--- src/hdl/dtp_pkg.sv ---
`default_nettype none

package dtp_pkg;

    // Default buffer depth in characters.
    localparam int unsigned MAX_TEXT_CHARS_DEF = 64;

    // Character codes used by the parser.
    localparam logic [7:0] CH_SPACE = 8'h20;
    localparam logic [7:0] CH_TAB   = 8'h09;
    localparam logic [7:0] CH_LF    = 8'h0A;
    localparam logic [7:0] CH_VT    = 8'h0B;
    localparam logic [7:0] CH_FF    = 8'h0C;
    localparam logic [7:0] CH_CR    = 8'h0D;
    localparam logic [7:0] CH_PLUS  = 8'h2B;
    localparam logic [7:0] CH_MINUS = 8'h2D;
    localparam logic [7:0] CH_DOT   = 8'h2E;
    localparam logic [7:0] CH_SLASH = 8'h2F;
    localparam logic [7:0] CH_ZERO  = 8'h30;
    localparam logic [7:0] CH_NINE  = 8'h39;
    localparam logic [7:0] CH_COLON = 8'h3A;

    // Field limits and zone coding.
    localparam logic [7:0]  MONTH_MAX  = 8'd12;
    localparam logic [7:0]  DAY_MAX    = 8'd31;
    localparam logic [7:0]  HOUR_MAX   = 8'd23;
    localparam logic [7:0]  MINSEC_MAX = 8'd59;
    localparam logic [7:0]  ZONE_BASE  = 8'd100;
    localparam logic [7:0]  ZONE_MIRROR = 8'd200;
    localparam logic [4:0]  QUARTER    = 5'd15;
    // Inverse of fifteen modulo 256: an exact multiple of fifteen times this
    // gives the low byte of the quotient.
    localparam logic [7:0]  QUARTER_INV = 8'd239;
    localparam logic signed [15:0] CENTURY_SPLIT = 16'sd30;
    localparam logic signed [15:0] CENTURY_TOP   = 16'sd100;
    localparam logic signed [15:0] ADD_1900      = 16'sd1900;
    localparam logic signed [15:0] ADD_2000      = 16'sd2000;

    typedef enum logic [5:0] {
        S_IDLE, S_PRIME, S_DSP, S_YDONE, S_YSKIP, S_MODONE, S_MOSKIP,
        S_DDONE, S_DSKIP, S_TSP, S_HDONE, S_HSKIP, S_MIDONE, S_MISKIP,
        S_SDONE, S_SSKIP, S_ZSP, S_ZSHORT, S_ZC3, S_ZC4, S_ZAM, S_ZAD,
        S_ZBCHK, S_ZBM, S_ZBD, S_ZCCHK, S_ZCM, S_ZCD, S_ZHOUR,
        S_RNWS, S_RNDIG, S_OK, S_FAIL
    } state_t;

endpackage

`default_nettype wire

--- src/hdl/dtp_ram.sv ---
`default_nettype none

module dtp_ram
    import dtp_pkg::*;
#(
    parameter int unsigned WIDTH = 8,
    parameter int unsigned DEPTH = MAX_TEXT_CHARS_DEF
)
(
    input  wire logic                     clk,
    input  wire logic                     we,
    input  wire logic [$clog2(DEPTH)-1:0] waddr,
    input  wire logic [WIDTH-1:0]         wdata,
    input  wire logic [$clog2(DEPTH)-1:0] raddr,
    output logic      [WIDTH-1:0]         rdata
);

    logic [WIDTH-1:0] mem [DEPTH];

    always_ff @(posedge clk)
    begin
        if (we)
        begin
            mem[waddr] <= wdata;
        end
        rdata <= mem[raddr];
    end

endmodule

`default_nettype wire

--- src/hdl/date_time_text_parser_top.sv ---
`default_nettype none

// Date and time text parser.
//
// Input channel: a character transfer happens at a rising edge where start is
// high and busy is low. A non-zero ch is stored in the text buffer; a zero ch
// or a character with last set ends the text (a zero byte is not stored).
// While characters are loading the block takes one transfer every cycle.
//
// Once a text ends, busy rises and a sequencer parses the buffer with one
// character read per cycle from the buffer RAM, one shared multiply-by-ten
// accumulator for the numbers, and a small modulo-fifteen unit that splits the
// zone minutes into quarter hours. The zone may reread its short tail up to
// four more times, so the rate is set by the single RAM read port and the
// shared accumulator. When it finishes, done is high for exactly one cycle
// together with valid_res and the fields, and busy falls in that same
// cycle.
//
// The receiver cannot stall: the result is shown once and must be taken.
// Reset clears the text length, the overflow flag and the sequencer; the
// buffer contents need no clearing because only written entries are read.

module date_time_text_parser_top
    import dtp_pkg::*;
#(
    parameter int unsigned MAX_TEXT_CHARS = MAX_TEXT_CHARS_DEF
)
(
    input  wire logic               clk,
    input  wire logic               rst_n,
    input  wire logic               start,
    output logic                    busy,
    input  wire logic [7:0]         ch,
    input  wire logic               last,
    output logic                    done,
    output logic                    valid_res,
    output logic signed [15:0]      year,
    output logic [7:0]              month,
    output logic [7:0]              day,
    output logic [7:0]              hour,
    output logic [7:0]              minute,
    output logic [7:0]              second,
    output logic [7:0]              zone_code
);

    localparam int unsigned AW = $clog2(MAX_TEXT_CHARS);
    localparam int unsigned LW = $clog2(MAX_TEXT_CHARS + 1);
    localparam logic [LW-1:0] LEN_MAX = LW'(MAX_TEXT_CHARS);

    // Low byte of the value an atoi-style read returns.
    function automatic logic [7:0] low8(input logic n, input logic [31:0] m);
        logic [7:0] r;
        if (n)
        begin
            r = 8'd0 - m[7:0];
        end
        else if (m[31])
        begin
            r = 8'hFF;
        end
        else
        begin
            r = m[7:0];
        end
        return r;
    endfunction

    function automatic logic is_dig(input logic [7:0] c);
        return (c >= CH_ZERO) && (c <= CH_NINE);
    endfunction

    function automatic logic is_ws(input logic [7:0] c);
        return (c == CH_SPACE) || (c == CH_TAB) || (c == CH_LF) ||
               (c == CH_VT) || (c == CH_FF) || (c == CH_CR);
    endfunction

    // Remainder modulo fifteen: sixteen is one more than fifteen, so the
    // nibbles are summed and the sum folded until it fits in one nibble.
    function automatic logic [3:0] mod15(input logic [31:0] v);
        logic [6:0] s;
        logic [4:0] f1;
        logic [3:0] f2;
        s  = {3'd0, v[3:0]}   + {3'd0, v[7:4]}   + {3'd0, v[11:8]}  +
             {3'd0, v[15:12]} + {3'd0, v[19:16]} + {3'd0, v[23:20]} +
             {3'd0, v[27:24]} + {3'd0, v[31:28]};
        f1 = {2'd0, s[6:4]} + {1'b0, s[3:0]};
        f2 = {3'd0, f1[4]} + f1[3:0];
        return ({1'b0, f2} == QUARTER) ? 4'd0 : f2;
    endfunction

    state_t state_reg, state_next;
    state_t ret_reg, ret_next;

    logic [LW-1:0] len_reg, len_next;
    logic          ovf_reg, ovf_next;
    logic [LW-1:0] ldash_reg, ldash_next;
    logic [LW-1:0] lslash_reg, lslash_next;
    logic [LW-1:0] lcolon_reg, lcolon_next;
    logic [LW-1:0] ptr_reg, ptr_next;
    logic [LW-1:0] p_reg, p_next;
    logic [LW-1:0] end_reg, end_next;
    logic [LW-1:0] zp_reg, zp_next;
    logic [31:0]   mag_reg, mag_next;
    logic          neg_reg, neg_next;
    logic          minus_reg, minus_next;
    logic          got_reg, got_next;
    logic [7:0]    c3_reg, c3_next;
    logic [7:0]    c4_reg, c4_next;
    logic [7:0]    q_reg, q_next;
    logic [3:0]    drem_reg, drem_next;

    logic signed [15:0] fyear_reg, fyear_next;
    logic [7:0] fmon_reg, fmon_next, fday_reg, fday_next;
    logic [7:0] fhour_reg, fhour_next, fmin_reg, fmin_next;
    logic [7:0] fsec_reg, fsec_next, fzone_reg, fzone_next;

    logic               done_reg, done_next;
    logic               oval_reg, oval_next;
    logic signed [15:0] oyear_reg, oyear_next;
    logic [7:0] omon_reg, omon_next, oday_reg, oday_next;
    logic [7:0] ohour_reg, ohour_next, omin_reg, omin_next;
    logic [7:0] osec_reg, osec_next, ozone_reg, ozone_next;

    logic          ram_we;
    logic [7:0]    ram_rdata;
    logic [7:0]    c;
    logic          accept;
    logic          store;
    logic [34:0]   acc;
    logic [3:0]    zrem;
    logic [7:0]    zqa;
    logic [7:0]    nlow;
    logic [LW-1:0] remain;
    logic [31:0]   absval;
    logic signed [15:0] ysat;

    assign accept = start && !busy;
    assign store  = accept && (ch != 8'd0) && (len_reg < LEN_MAX);
    assign ram_we = store;

    dtp_ram #(
        .WIDTH (8),
        .DEPTH (MAX_TEXT_CHARS)
    ) u_buf (
        .clk   (clk),
        .we    (ram_we),
        .waddr (len_reg[AW-1:0]),
        .wdata (ch),
        .raddr (ptr_next[AW-1:0]),
        .rdata (ram_rdata)
    );

    // The read address follows the next pointer, so the data seen in a cycle
    // always belongs to the current pointer.
    assign c = (ptr_reg < len_reg) ? ram_rdata : 8'd0;

    // Shared accumulator and the quarter-hour split of the zone minutes.
    assign acc    = ({3'b000, mag_reg} << 3) + ({3'b000, mag_reg} << 1)
                    + {31'd0, c[3:0]};
    assign nlow   = low8(neg_reg, mag_reg);
    assign remain = len_reg - ptr_reg;
    assign absval = (!neg_reg && mag_reg[31]) ? 32'h7FFF_FFFF : mag_reg;
    assign zrem   = mod15(absval);
    assign zqa    = (absval[7:0] - {4'd0, zrem}) * QUARTER_INV;

    always_comb
    begin
        if (neg_reg)
        begin
            ysat = (mag_reg > 32'd32768) ? 16'sh8000 : 16'(16'd0 - mag_reg[15:0]);
        end
        else
        begin
            ysat = (mag_reg > 32'd32767) ? 16'sh7FFF : signed'(mag_reg[15:0]);
        end
    end

    always_comb
    begin
        state_next  = state_reg;
        ret_next    = ret_reg;
        len_next    = len_reg;
        ovf_next    = ovf_reg;
        ldash_next  = ldash_reg;
        lslash_next = lslash_reg;
        lcolon_next = lcolon_reg;
        ptr_next    = ptr_reg;
        p_next      = p_reg;
        end_next    = end_reg;
        zp_next     = zp_reg;
        mag_next    = mag_reg;
        neg_next    = neg_reg;
        minus_next  = minus_reg;
        got_next    = got_reg;
        c3_next     = c3_reg;
        c4_next     = c4_reg;
        q_next      = q_reg;
        drem_next   = drem_reg;
        fyear_next  = fyear_reg;
        fmon_next   = fmon_reg;
        fday_next   = fday_reg;
        fhour_next  = fhour_reg;
        fmin_next   = fmin_reg;
        fsec_next   = fsec_reg;
        fzone_next  = fzone_reg;
        done_next   = 1'b0;
        oval_next   = oval_reg;
        oyear_next  = oyear_reg;
        omon_next   = omon_reg;
        oday_next   = oday_reg;
        ohour_next  = ohour_reg;
        omin_next   = omin_reg;
        osec_next   = osec_reg;
        ozone_next  = ozone_reg;

        unique case (state_reg)
            S_IDLE:
            begin
                ptr_next = '0;
                if (accept)
                begin
                    if (ch != 8'd0)
                    begin
                        if (len_reg < LEN_MAX)
                        begin
                            len_next = len_reg + 1'b1;
                            if (ch == CH_MINUS)
                            begin
                                ldash_next = len_reg + 1'b1;
                            end
                            if (ch == CH_SLASH)
                            begin
                                lslash_next = len_reg + 1'b1;
                            end
                            if (ch == CH_COLON)
                            begin
                                lcolon_next = len_reg + 1'b1;
                            end
                        end
                        else
                        begin
                            ovf_next = 1'b1;
                        end
                    end
                    if ((ch == 8'd0) || last)
                    begin
                        state_next = S_PRIME;
                    end
                end
            end

            S_PRIME:
            begin
                // One spare read so that a character written on the last
                // load edge is seen.
                fyear_next = '0;
                fmon_next  = '0;
                fday_next  = '0;
                fhour_next = '0;
                fmin_next  = '0;
                fsec_next  = '0;
                fzone_next = '0;
                got_next   = 1'b0;
                state_next = ovf_reg ? S_FAIL : S_DSP;
            end

            S_DSP:
            begin
                if (c == CH_SPACE)
                begin
                    ptr_next = ptr_reg + 1'b1;
                end
                else if ((ldash_reg > ptr_reg) || (lslash_reg > ptr_reg))
                begin
                    p_next     = ptr_reg;
                    end_next   = len_reg;
                    mag_next   = '0;
                    neg_next   = 1'b0;
                    ret_next   = S_YDONE;
                    state_next = S_RNWS;
                end
                else
                begin
                    state_next = S_TSP;
                end
            end

            S_YDONE:
            begin
                if ((ysat >= CENTURY_SPLIT) && (ysat < CENTURY_TOP))
                begin
                    fyear_next = ysat + ADD_1900;
                end
                else if ((ysat >= 16'sd0) && (ysat < CENTURY_SPLIT))
                begin
                    fyear_next = ysat + ADD_2000;
                end
                else
                begin
                    fyear_next = ysat;
                end
                state_next = S_YSKIP;
            end

            S_YSKIP, S_MOSKIP:
            begin
                if (is_dig(c))
                begin
                    ptr_next = ptr_reg + 1'b1;
                end
                else if ((c == CH_MINUS) || (c == CH_SLASH))
                begin
                    ptr_next   = ptr_reg + 1'b1;
                    p_next     = ptr_reg + 1'b1;
                    end_next   = len_reg;
                    mag_next   = '0;
                    neg_next   = 1'b0;
                    ret_next   = (state_reg == S_YSKIP) ? S_MODONE : S_DDONE;
                    state_next = S_RNWS;
                end
                else
                begin
                    state_next = S_FAIL;
                end
            end

            S_MODONE:
            begin
                fmon_next  = nlow;
                state_next = (nlow > MONTH_MAX) ? S_FAIL : S_MOSKIP;
            end

            S_DDONE:
            begin
                fday_next  = nlow;
                state_next = (nlow > DAY_MAX) ? S_FAIL : S_DSKIP;
            end

            S_DSKIP:
            begin
                if (is_dig(c))
                begin
                    ptr_next = ptr_reg + 1'b1;
                end
                else
                begin
                    got_next   = 1'b1;
                    state_next = S_TSP;
                end
            end

            S_TSP:
            begin
                if (c == CH_SPACE)
                begin
                    ptr_next = ptr_reg + 1'b1;
                end
                else if (lcolon_reg > ptr_reg)
                begin
                    p_next     = ptr_reg;
                    end_next   = len_reg;
                    mag_next   = '0;
                    neg_next   = 1'b0;
                    ret_next   = S_HDONE;
                    state_next = S_RNWS;
                end
                else
                begin
                    state_next = got_reg ? S_ZSP : S_FAIL;
                end
            end

            S_HDONE:
            begin
                fhour_next = nlow;
                state_next = (nlow > HOUR_MAX) ? S_FAIL : S_HSKIP;
            end

            S_HSKIP, S_MISKIP:
            begin
                if (is_dig(c))
                begin
                    ptr_next = ptr_reg + 1'b1;
                end
                else if (c == CH_COLON)
                begin
                    ptr_next   = ptr_reg + 1'b1;
                    p_next     = ptr_reg + 1'b1;
                    end_next   = len_reg;
                    mag_next   = '0;
                    neg_next   = 1'b0;
                    ret_next   = (state_reg == S_HSKIP) ? S_MIDONE : S_SDONE;
                    state_next = S_RNWS;
                end
                else
                begin
                    state_next = S_FAIL;
                end
            end

            S_MIDONE:
            begin
                fmin_next  = nlow;
                state_next = (nlow > MINSEC_MAX) ? S_FAIL : S_MISKIP;
            end

            S_SDONE:
            begin
                fsec_next  = nlow;
                state_next = (nlow > MINSEC_MAX) ? S_FAIL : S_SSKIP;
            end

            S_SSKIP:
            begin
                if (is_dig(c) || (c == CH_DOT))
                begin
                    ptr_next = ptr_reg + 1'b1;
                end
                else
                begin
                    got_next   = 1'b1;
                    state_next = S_ZSP;
                end
            end

            S_ZSP:
            begin
                if (c == CH_SPACE)
                begin
                    ptr_next = ptr_reg + 1'b1;
                end
                else if ((c == CH_MINUS) || (c == CH_PLUS))
                begin
                    minus_next = (c == CH_MINUS);
                    zp_next    = ptr_reg;
                    p_next     = ptr_reg;
                    if (remain <= LW'(3))
                    begin
                        end_next   = len_reg;
                        mag_next   = '0;
                        neg_next   = 1'b0;
                        ret_next   = S_ZSHORT;
                        state_next = S_RNWS;
                    end
                    else
                    begin
                        ptr_next   = ptr_reg + LW'(3);
                        state_next = S_ZC3;
                    end
                end
                else
                begin
                    state_next = S_OK;
                end
            end

            S_ZSHORT:
            begin
                fzone_next = ZONE_BASE + {nlow[5:0], 2'b00};
                state_next = S_OK;
            end

            S_ZC3:
            begin
                c3_next    = c;
                ptr_next   = zp_reg + LW'(4);
                state_next = S_ZC4;
            end

            S_ZC4:
            begin
                c4_next = c;
                if (c3_reg == CH_COLON)
                begin
                    ptr_next   = zp_reg + LW'(4);
                    end_next   = len_reg;
                    mag_next   = '0;
                    neg_next   = 1'b0;
                    ret_next   = S_ZAM;
                    state_next = S_RNWS;
                end
                else
                begin
                    ptr_next   = zp_reg;
                    state_next = S_ZBCHK;
                end
            end

            S_ZAM, S_ZBM, S_ZCM:
            begin
                // Quotient and remainder of the minutes by fifteen, truncated
                // toward zero as for a signed division.
                drem_next = zrem;
                q_next    = neg_reg ? (8'd0 - zqa) : zqa;
                unique case (state_reg)
                    S_ZAM:   state_next = S_ZAD;
                    S_ZBM:   state_next = S_ZBD;
                    default: state_next = S_ZCD;
                endcase
            end

            S_ZAD, S_ZBD, S_ZCD:
            begin
                if (drem_reg == 4'd0)
                begin
                    ptr_next   = zp_reg + 1'b1;
                    mag_next   = '0;
                    neg_next   = 1'b0;
                    ret_next   = S_ZHOUR;
                    state_next = S_RNWS;
                    unique case (state_reg)
                        S_ZAD:   end_next = len_reg;
                        S_ZBD:   end_next = zp_reg + LW'(3);
                        default: end_next = zp_reg + LW'(2);
                    endcase
                end
                else
                begin
                    unique case (state_reg)
                        S_ZAD:   state_next = S_ZBCHK;
                        S_ZBD:   state_next = S_ZCCHK;
                        default: state_next = S_OK;
                    endcase
                end
            end

            S_ZBCHK:
            begin
                if (is_dig(c3_reg) && is_dig(c4_reg))
                begin
                    ptr_next   = zp_reg + LW'(3);
                    end_next   = len_reg;
                    mag_next   = '0;
                    neg_next   = 1'b0;
                    ret_next   = S_ZBM;
                    state_next = S_RNWS;
                end
                else
                begin
                    state_next = S_ZCCHK;
                end
            end

            S_ZCCHK:
            begin
                if (is_dig(c3_reg) && ((len_reg - zp_reg) == LW'(4)))
                begin
                    ptr_next   = zp_reg + LW'(2);
                    end_next   = len_reg;
                    mag_next   = '0;
                    neg_next   = 1'b0;
                    ret_next   = S_ZCM;
                    state_next = S_RNWS;
                end
                else
                begin
                    state_next = S_OK;
                end
            end

            S_ZHOUR:
            begin
                // Offset forms are mirrored about the zone base for a minus sign.
                if (minus_reg)
                begin
                    fzone_next = ZONE_MIRROR
                                 - (ZONE_BASE + {nlow[5:0], 2'b00} + q_reg);
                end
                else
                begin
                    fzone_next = ZONE_BASE + {nlow[5:0], 2'b00} + q_reg;
                end
                state_next = S_OK;
            end

            S_RNWS:
            begin
                if ((ptr_reg < end_reg) && is_ws(c))
                begin
                    ptr_next = ptr_reg + 1'b1;
                end
                else if ((ptr_reg < end_reg) && ((c == CH_PLUS) || (c == CH_MINUS)))
                begin
                    neg_next   = (c == CH_MINUS);
                    ptr_next   = ptr_reg + 1'b1;
                    state_next = S_RNDIG;
                end
                else
                begin
                    state_next = S_RNDIG;
                end
            end

            S_RNDIG:
            begin
                if ((ptr_reg < end_reg) && is_dig(c))
                begin
                    mag_next = (acc > 35'h0_8000_0000) ? 32'h8000_0000 : acc[31:0];
                    ptr_next = ptr_reg + 1'b1;
                end
                else
                begin
                    // Return to the caller with the parse position restored.
                    ptr_next   = p_reg;
                    state_next = ret_reg;
                end
            end

            S_OK, S_FAIL:
            begin
                done_next  = 1'b1;
                oval_next  = (state_reg == S_OK);
                oyear_next = (state_reg == S_OK) ? fyear_reg : 16'sd0;
                omon_next  = (state_reg == S_OK) ? fmon_reg  : 8'd0;
                oday_next  = (state_reg == S_OK) ? fday_reg  : 8'd0;
                ohour_next = (state_reg == S_OK) ? fhour_reg : 8'd0;
                omin_next  = (state_reg == S_OK) ? fmin_reg  : 8'd0;
                osec_next  = (state_reg == S_OK) ? fsec_reg  : 8'd0;
                ozone_next = (state_reg == S_OK) ? fzone_reg : 8'd0;
                len_next    = '0;
                ovf_next    = 1'b0;
                ldash_next  = '0;
                lslash_next = '0;
                lcolon_next = '0;
                ptr_next    = '0;
                state_next  = S_IDLE;
            end

            default:
            begin
                state_next = S_IDLE;
            end
        endcase
    end

    always_ff @(posedge clk or negedge rst_n)
    begin
        if (!rst_n)
        begin
            state_reg  <= S_IDLE;
            ret_reg    <= S_IDLE;
            len_reg    <= '0;
            ovf_reg    <= 1'b0;
            ldash_reg  <= '0;
            lslash_reg <= '0;
            lcolon_reg <= '0;
            ptr_reg    <= '0;
            done_reg   <= 1'b0;
        end
        else
        begin
            state_reg  <= state_next;
            ret_reg    <= ret_next;
            len_reg    <= len_next;
            ovf_reg    <= ovf_next;
            ldash_reg  <= ldash_next;
            lslash_reg <= lslash_next;
            lcolon_reg <= lcolon_next;
            ptr_reg    <= ptr_next;
            done_reg   <= done_next;
        end
    end

    always_ff @(posedge clk)
    begin
        p_reg     <= p_next;
        end_reg   <= end_next;
        zp_reg    <= zp_next;
        mag_reg   <= mag_next;
        neg_reg   <= neg_next;
        minus_reg <= minus_next;
        got_reg   <= got_next;
        c3_reg    <= c3_next;
        c4_reg    <= c4_next;
        q_reg     <= q_next;
        drem_reg  <= drem_next;
        fyear_reg <= fyear_next;
        fmon_reg  <= fmon_next;
        fday_reg  <= fday_next;
        fhour_reg <= fhour_next;
        fmin_reg  <= fmin_next;
        fsec_reg  <= fsec_next;
        fzone_reg <= fzone_next;
        oval_reg  <= oval_next;
        oyear_reg <= oyear_next;
        omon_reg  <= omon_next;
        oday_reg  <= oday_next;
        ohour_reg <= ohour_next;
        omin_reg  <= omin_next;
        osec_reg  <= osec_next;
        ozone_reg <= ozone_next;
    end

    assign busy      = (state_reg != S_IDLE);
    assign done      = done_reg;
    assign valid_res = oval_reg;
    assign year      = oyear_reg;
    assign month     = omon_reg;
    assign day       = oday_reg;
    assign hour      = ohour_reg;
    assign minute    = omin_reg;
    assign second    = osec_reg;
    assign zone_code = ozone_reg;

endmodule

`default_nettype wire

--- config.mk ---
export PLATFORM = sky130hd
export DESIGN_NAME = date_time_text_parser_top
export DESIGN_NICKNAME = d
export VERILOG_FILES = /design/src/hdl/dtp_pkg.sv /design/src/hdl/dtp_ram.sv /design/src/hdl/date_time_text_parser_top.sv
export SDC_FILE = /design/constraint.sdc
export NUM_CORES = 2
export LEC_CHECK = 0
export BUFFER_PORTS_ARGS = -buffer_cell sky130_fd_sc_hd__buf_4
export CORE_ASPECT_RATIO = 0.75
export CORE_MARGIN = 1.5
export CORE_UTILIZATION = 55
export CTS_CLUSTER_SIZE = 8
export DETAILED_ROUTE_END_ITERATION = 8
export HOLD_SLACK_MARGIN = 0.08
export MAX_ROUTING_LAYER = met4
export PLACE_DENSITY = 0.76
export SYNTH_ARGS = -nofsm -noshare
export SYNTH_HDL_FRONTEND = slang
export SYNTH_SLANG_ARGS = --single-unit
export TNS_END_PERCENT = 50
--- constraint.sdc ---
create_clock -name clk -period 14.21 [get_ports clk]
set_clock_uncertainty 0.1 [all_clocks]
set_input_delay 2.842 -clock clk [delete_from_list [all_inputs] [get_ports clk]]
set_output_delay 2.842 -clock clk [all_outputs]
set_load 0.005 [all_outputs]
## Yosys cells after proc, flatten, opt, wreduce, memory -nomap -nowiden

Memories as Yosys holds them, arrays and structs flattened. A register that Yosys moved wholly into a read port is not among the register bits.
Index checks and enable logic that the tools add are counted.

| word-level totals | value |
|---|---|
| word-level logic and storage cells | 423 |
| ROM bits | 0 |
| memory bits (writable) | 512 |
| memories | 1 |
| bits in latches | 0 |
| register bits after elaboration | 262 |

Memories:

| memory | depth | bits a word | read ports | clocked after memory_dff | write ports | line | source |
|---|---|---|---|---|---|---|---|
| u_buf.mem | 64 | 8 | 1 | 1 | 1 | dtp_ram.sv:18 | `logic [WIDTH-1:0] mem [DEPTH];` |

| operators by class | value |
|---|---|
| bitwise logic cells | 1 |
| shift operators | 0 |
| multiplexer cells | 179 |
| div/mod/pow operators | 0 |
| reduce and logical (&&, ||, !) cells | 66 |
| $lt $le $gt $ge | 24 |
| $mul | 1 |
| add/subtract/negate cells | 29 |
| eq/ne operators | 86 |

Operators with widths:

| kind | number |
|---|---|
| $mux W32 | 18 |
| $mux W7 | 57 |
| $pmux W32 S10 | 1 |
| $mux W6 | 37 |
| $pmux W6 S24 | 1 |
| $pmux W7 S14 | 1 |
| $eq A6 B5 Y1 const B | 16 |
| $eq A8 B6 Y1 const B | 10 |
| $mux W16 | 5 |
| $pmux W8 S2 | 5 |
| $pmux W7 S2 | 5 |
| $pmux W7 S9 | 1 |
| $ne A2 B2 Y1 const B | 31 |
| $pmux W6 S9 | 1 |
| $eq A6 B4 Y1 const B | 8 |
| $eq A8 B4 Y1 const B | 5 |
| $mux W8 | 5 |
| $add A35 B33 Y35 | 1 |
| $add A35 B4 Y35 | 1 |
| $gt A35 B32 Y1 const B | 1 |
| $pmux W7 S5 | 1 |
| $add A16 B12 Y16 const B | 2 |
| $gt A32 B15 Y1 const B | 1 |
| $gt A32 B16 Y1 const B | 1 |
| other kinds (74) | 171 |

## Logic depth before layout (Yosys ltp)

| depth | value |
|---|---|
| depth in word-level cells | 18 |
| depth in mapped cells | 52 |

## Hierarchy

Synthesis repeated with hierarchy kept, for this count alone.

| unflattened totals | value |
|---|---|
| cell total of the unflattened synthesis | 3,026 |
| area, all modules | 39,679.3 um2 |

Modules (own cells, without submodules):

| module | area each (um2) | times used | cells an instance |
|---|---|---|---|
| dtp_ram | 20,096.8 | 1 | 957 |
| date_time_text_parser_top | 19,582.5 | 1 | 2,069 |

## Worst setup path before layout

No wires, ideal clock.

| timing | value |
|---|---|
| path type | register to register |
| start | register neg_reg |
| end | register q_reg[7], data pin |
| path buffers | 4 |
| cell stages (with the launch flop) | 48 |
| required time | 13.850 ns |
| setup slack | 3.364 ns |
| data arrival time | 10.487 ns |
| cells stage by stage | edfxtp_1 clkbuf_1 inv_1 clkbuf_1 nand2_1 clkbuf_1 clkbuf_1 nand2b_1 fa_1 fa_1 fa_1 inv_1 fa_1 inv_1 ha_1 a21o_1 a21oi_1 xnor2_1 [12 not listed] fa_1 nor2b_1 o21ai_0 nand2b_1 xor2_1 inv_1 fa_1 inv_1 ha_1 inv_1 fa_1 fa_1 fa_1 nand2_1 o31ai_1 xnor2_1 xnor2_1 xnor2_1 |

| between the ends | value |
|---|---|
| longest elaborated chain between the ends | 18 |

RTL lines:

| what | line | source |
|---|---|---|
| start: declaration | date_time_text_parser_top.sv:104 | `logic neg_reg, neg_next;` |
| start signal: assignment | date_time_text_parser_top.sv:670 | `neg_reg <= neg_next;` |
| $logic_not A1 Y1 (*) | date_time_text_parser_top.sv:162 | `assign absval = (!neg_reg && mag_reg[31]) ? 32'h7FFF_FFFF : mag_reg;` |
| $logic_and A1 B1 Y1 (*) | date_time_text_parser_top.sv:162 |  |
| $mux W32 (*) | date_time_text_parser_top.sv:162 |  |
| $add A4 B4 Y5 | date_time_text_parser_top.sv:83 | `s = {3'd0, v[3:0]} + {3'd0, v[7:4]} + {3'd0, v[11:8]} +` |
| $add A5 B4 Y6 | date_time_text_parser_top.sv:83 |  |
| $add A6 B4 Y7 | date_time_text_parser_top.sv:83 |  |
| $add A7 B4 Y7 (3 in series) | date_time_text_parser_top.sv:84 | `{3'd0, v[15:12]} + {3'd0, v[19:16]} + {3'd0, v[23:20]} +` |
| $add A7 B4 Y7 (*) | date_time_text_parser_top.sv:85 | `{3'd0, v[27:24]} + {3'd0, v[31:28]};` |
| $add A3 B4 Y5 (*) | date_time_text_parser_top.sv:86 | `f1 = {2'd0, s[6:4]} + {1'b0, s[3:0]};` |
| $add A1 B4 Y4 (*) | date_time_text_parser_top.sv:87 | `f2 = {3'd0, f1[4]} + f1[3:0];` |
| $eq A4 B4 Y1 | date_time_text_parser_top.sv:88 | `return ({1'b0, f2} == QUARTER) ? 4'd0 : f2;` |
| $mux W4 (*) | date_time_text_parser_top.sv:88 |  |
| via zrem[0] | date_time_text_parser_top.sv:130 | `logic [3:0] zrem;` |
| $sub A8 B4 Y8 (*) | date_time_text_parser_top.sv:164 | `assign zqa = (absval[7:0] - {4'd0, zrem}) * QUARTER_INV;` |
| $mul A8 B6 Y8 (*) | date_time_text_parser_top.sv:164 |  |
| $sub A1 B8 Y8 | date_time_text_parser_top.sv:494 | `q_next = neg_reg ? (8'd0 - zqa) : zqa;` |
| $mux W8 (*) | date_time_text_parser_top.sv:494 |  |
| end signal: assignment | date_time_text_parser_top.sv:675 | `q_reg <= q_next;` |
| end: declaration | date_time_text_parser_top.sv:109 | `logic [7:0] q_reg, q_next;` |

The timed path passes the listed nets; every way through them passes the cells marked *.
A chain may end at the register's enable or synchronous reset.

## Final worst setup path

Same ends and word-level chain as after synthesis.

==> results.rst <==
.. list-table::
   :header-rows: 1

   * - Metric
     - Value
   * - Crit path launch type
     - flip-flop
   * - DRC violation count after routing
     - 0
   * - Critical-path top delay cell
     - sky130_fd_sc_hd__fa_1
   * - Number of distinct library cell variants in the gate-level netlist after synthesis
     - 99
   * - I/O pin count
     - 79
   * - Crit Reg-Reg Startpoint
     - neg_reg
   * - Routed wire length
     - 104,000 um
   * - Detailed-routing iteration count for the pre-antenna-repair pass
     - 6
   * - Count of standard-cell rows
     - 85
   * - Req. time, crit path
     - 14.54 ns
   * - Count of final max-slew check failures
     - 0
   * - Die ar.
     - 73,900 um2
   * - CTS sink cnt
     - 780
   * - Synthesized instance count
     - 3,185
   * - Aggregate global-route resource usage
     - 28.9%
   * - Wire length of the first global-routing pass
     - 159,000 um
   * - Slew of the pin with the lowest slew margin
     - 1.19 ns
   * - Count of maximum capacitance violations
     - 0
   * - Via count
     - 27,151
   * - Number of flip-flops in the largest register
     - 512
   * - Weighted congestion at the end of routability-driven global placement
     - 0.982
   * - Number of I/O port buffers
     - 78
   * - H-tree depth reported by CTS
     - 3
   * - Slack of the worst reg-to-reg path
     - 2.29 ns
   * - Average size of a mapped cell
     - 12.5 um2
   * - Worst Reg-to-Reg Cells
     - 45
   * - Final min period
     - 11.92 ns
   * - TNS Setup
     - 0 ns
   * - Portion of the post-synthesis area used by sequential elements
     - 58.1%
   * - Capture point of the worst reg-to-reg path
     - q_reg[7]
   * - Worst-skew pair later-pin latency
     - 0.68 ns
   * - Worst slew margin relative to its limit
     - 20.2%
   * - Final Setup Violations
     - 0
   * - Number of flops mapped to enable cells by yosys
     - 724
   * - Worst setup path endpoint
     - q_reg[7]
   * - DRT iter0 DRCs
     - 3,374
   * - Via-to-Cell Ratio
     - 6.34
   * - Number of nets still failing antenna checks after routing
     - 0
   * - Synthesized net count
     - 3,392
   * - Cell count of the worst hold path
     - 2
   * - Largest net degree at the start of global routing
     - 147
   * - Clock transition at the register clock pins on the worst setup and hold paths after CTS
     - 0.06 ns
   * - Synthesis-to-finish area growth
     - 11.4%
   * - Height of the chip
     - 236 um
   * - Buffer count from post-CTS setup fixing
     - 0
   * - Starting density of the core
     - 55.5%
   * - Vias in the first global route
     - 26,321
   * - Number of clock buffers inserted by TritonCTS
     - 107
   * - Final layout net count
     - 3,459
   * - Hold buffer count at CTS
     - 0
   * - Sum of net half-perimeters after detailed placement
     - 70,300 um
   * - Class of the worst hold path
     - reg -> reg
   * - Final hold violations
     - 0
   * - Upper clock frequency limit
     - 83.9 MHz
   * - Data arrival, critical path
     - 12.25 ns
   * - Root Buffer
     - sky130_fd_sc_hd__clkbuf_16
   * - Area of the mapped netlist
     - 39,800 um2
   * - RSZ-0062 raised after global routing
     - false
   * - Clock tree from TritonCTS
     - built
   * - Beginning of the critical path
     - neg_reg
   * - Post-route fraction of the period consumed by the critical path
     - 83.9%
   * - Asr flop ratio synth
     - 6.15%
   * - Outcome
     - finished clean
   * - Post-DR wirelength/cell
     - 24.3 um
   * - Fraction of layout cells with a size suffix above 1
     - 9.54%
   * - Max Buffers Root-to-Sink
     - 3
   * - Width of the die
     - 313 um
   * - Yosys Warn Count
     - 0
   * - Total gr overflow
     - 0
   * - Standard cell core area
     - 71,700 um2
   * - Slowest Stage Delay on Critical Path
     - 0.60 ns
   * - Ys flop type
     - sky130_fd_sc_hd__edfxtp_1
   * - Cell with the most instances on the worst path
     - sky130_fd_sc_hd__fa_1
   * - Endpoint type of the worst setup path
     - flip-flop
   * - Critical Path Fanout Max
     - 46
   * - Class of the most critical setup path
     - reg -> reg
   * - Count of state elements after synthesis
     - 780
   * - Post-cts sizing count
     - 0
   * - Number of antenna violations at the first check in global routing
     - 3
-- cells in the mapped netlist, types with 10 or more instances --
library cell,count,share of area [%]
sky130_fd_sc_hd__a211oi_1,16,0.30
sky130_fd_sc_hd__a21o_1,40,0.76
sky130_fd_sc_hd__a21oi_1,111,1.4
sky130_fd_sc_hd__a22oi_1,30,0.57
sky130_fd_sc_hd__a31oi_1,23,0.36
sky130_fd_sc_hd__and2_1,19,0.30
sky130_fd_sc_hd__and3_1,80,1.3
sky130_fd_sc_hd__buf_1,13,0.12
sky130_fd_sc_hd__buf_2,40,0.50
sky130_fd_sc_hd__clkbuf_1,101,0.95
sky130_fd_sc_hd__dfrtp_1,48,3.0
sky130_fd_sc_hd__edfxtp_1,724,55
sky130_fd_sc_hd__fa_1,39,2.0
sky130_fd_sc_hd__ha_1,156,4.9
sky130_fd_sc_hd__inv_1,136,1.3
sky130_fd_sc_hd__mux2_2,26,0.74
sky130_fd_sc_hd__mux2i_1,258,6.5
sky130_fd_sc_hd__mux4_2,14,0.79
sky130_fd_sc_hd__nand2_1,180,1.7
sky130_fd_sc_hd__nand2b_1,46,0.72
sky130_fd_sc_hd__nand3_1,57,0.72
sky130_fd_sc_hd__nand4_1,33,0.52
sky130_fd_sc_hd__nor2_1,268,2.5
sky130_fd_sc_hd__nor2b_1,37,0.58
sky130_fd_sc_hd__nor3_1,53,0.67
sky130_fd_sc_hd__nor3b_1,12,0.23
sky130_fd_sc_hd__nor4_1,13,0.20
sky130_fd_sc_hd__o2111ai_1,10,0.22
sky130_fd_sc_hd__o211ai_1,10,0.19
sky130_fd_sc_hd__o21a_1,25,0.47
sky130_fd_sc_hd__o21ai_0,117,1.5
sky130_fd_sc_hd__o21ai_1,18,0.23
sky130_fd_sc_hd__o21bai_1,17,0.32
sky130_fd_sc_hd__o22ai_1,91,1.4
sky130_fd_sc_hd__or3_1,17,0.27
sky130_fd_sc_hd__xnor2_1,79,1.7
sky130_fd_sc_hd__xor2_1,26,0.57
-- through the flow --
stage	hold slack, ns	util, %	instance area [um2]	setup slack, ns	instances
2_1_floorplan	0.351	-	39800	3.36	3185
3_3_place_gp	0.375	57.4	41200	2.54	4098
3_5_place_dp	0.385	57.4	41200	2.33	4098
4_1_cts	0.392	61.8	44300	2.28	4278
5_1_grt	0.430	61.8	44300	1.43	4281
6_report	0.386	61.8	44300	2.29	4281
-- worst max-delay path, delay by kind of cell, from the launching register on --
family / cells / cell delay (ns)
XOR/XNOR: 7 / 1.33
AO/OA/AOI/OAI: 3 / 0.44
AND/OR/NAND/NOR: 9 / 1.65
flip-flops: 1 / 0.38
buffers and inverters: 10 / 1.22
adder cells (fa/ha/maj): 16 / 6.51
-- layer usage --
metal	global-route usage, %	part of all wire, %	up-vias
met3	7.24	11	176
met4	6.90	2.0	0
met1	43.4	44	13433
li1	-	-	12167
met5	-	0	-
met2	39.3	42	1375
-- cell families (layout without fill, tap and decap cells) --
| kind of cell | Yosys count | count (layout) | synth area share (%) |
|---|---|---|---|
| AO/OA/AOI/OAI | 614 | 614 | 10.2 |
| XOR/XNOR | 105 | 105 | 2.31 |
| adder cells (fa/ha/maj) | 195 | 195 | 6.87 |
| buffers and inverters | 303 | 441 | 3.15 |
| flip-flops | 780 | 780 | 58.1 |
| multiplexers | 298 | 298 | 8.02 |
| other | 0 | 1 | 0 |
| AND/OR/NAND/NOR | 890 | 890 | 11.3 |
-- worst min-delay path by stage --
stage	from	endpoint
after floorplan	ptr_reg[2]	zp_reg[2]
after global placement	lslash_reg[1]	lslash_reg[1]
after detailed placement	lslash_reg[1]	lslash_reg[1]
after CTS	lslash_reg[1]	lslash_reg[1]
after global routing	fsec_reg[7]	second[7]
final	lslash_reg[1]	lslash_reg[1]
-- final cells by class --
type,count,area (um2)
clock buffers,172,2920
fillers,5416,27400
repair buffers,124,941
diodes,1,2.50
multi-input cells,2102,15400
clock inverters,8,205
flip-flops and latches,780,23100
inverters,137,514
well taps,957,1200
-- placed cells by master (no fill, tap or decap), types with 10 or more instances in the layout --
cell type | synthesis | layout
sky130_fd_sc_hd__a21o_1 | 40 | 40
sky130_fd_sc_hd__or3_1 | 17 | 17
sky130_fd_sc_hd__o22ai_1 | 91 | 91
sky130_fd_sc_hd__nand4_1 | 33 | 33
sky130_fd_sc_hd__xnor2_1 | 79 | 79
sky130_fd_sc_hd__nor4_1 | 13 | 13
sky130_fd_sc_hd__a211oi_1 | 16 | 16
sky130_fd_sc_hd__buf_4 | 5 | 121
sky130_fd_sc_hd__nor3b_1 | 12 | 11
sky130_fd_sc_hd__dfrtp_1 | 48 | 48
sky130_fd_sc_hd__nor2b_1 | 37 | 37
sky130_fd_sc_hd__nand3_1 | 57 | 57
sky130_fd_sc_hd__mux4_2 | 14 | 14
sky130_fd_sc_hd__nand2b_1 | 46 | 46
sky130_fd_sc_hd__o21bai_1 | 17 | 17
sky130_fd_sc_hd__a21oi_1 | 111 | 111
sky130_fd_sc_hd__mux2_2 | 26 | 26
sky130_fd_sc_hd__fa_1 | 39 | 39
sky130_fd_sc_hd__nor3_1 | 53 | 53
sky130_fd_sc_hd__and2_1 | 19 | 19
sky130_fd_sc_hd__nand2_1 | 180 | 180
sky130_fd_sc_hd__a31oi_1 | 23 | 23
sky130_fd_sc_hd__o21ai_1 | 18 | 18
sky130_fd_sc_hd__xor2_1 | 26 | 26
sky130_fd_sc_hd__o211ai_1 | 10 | 10
sky130_fd_sc_hd__mux2i_1 | 258 | 258
sky130_fd_sc_hd__o21ai_0 | 117 | 117
sky130_fd_sc_hd__o21a_1 | 25 | 25
sky130_fd_sc_hd__edfxtp_1 | 724 | 724
sky130_fd_sc_hd__inv_1 | 136 | 136
sky130_fd_sc_hd__clkbuf_16 | 0 | 107
sky130_fd_sc_hd__and3_1 | 80 | 80
sky130_fd_sc_hd__ha_1 | 156 | 156
sky130_fd_sc_hd__clkbuf_1 | 101 | 65
sky130_fd_sc_hd__a22oi_1 | 30 | 30
sky130_fd_sc_hd__nor2_1 | 268 | 268
Power is not shown: default switching activity piles up to over one toggle a cycle in this logic, so the estimate is an artifact.
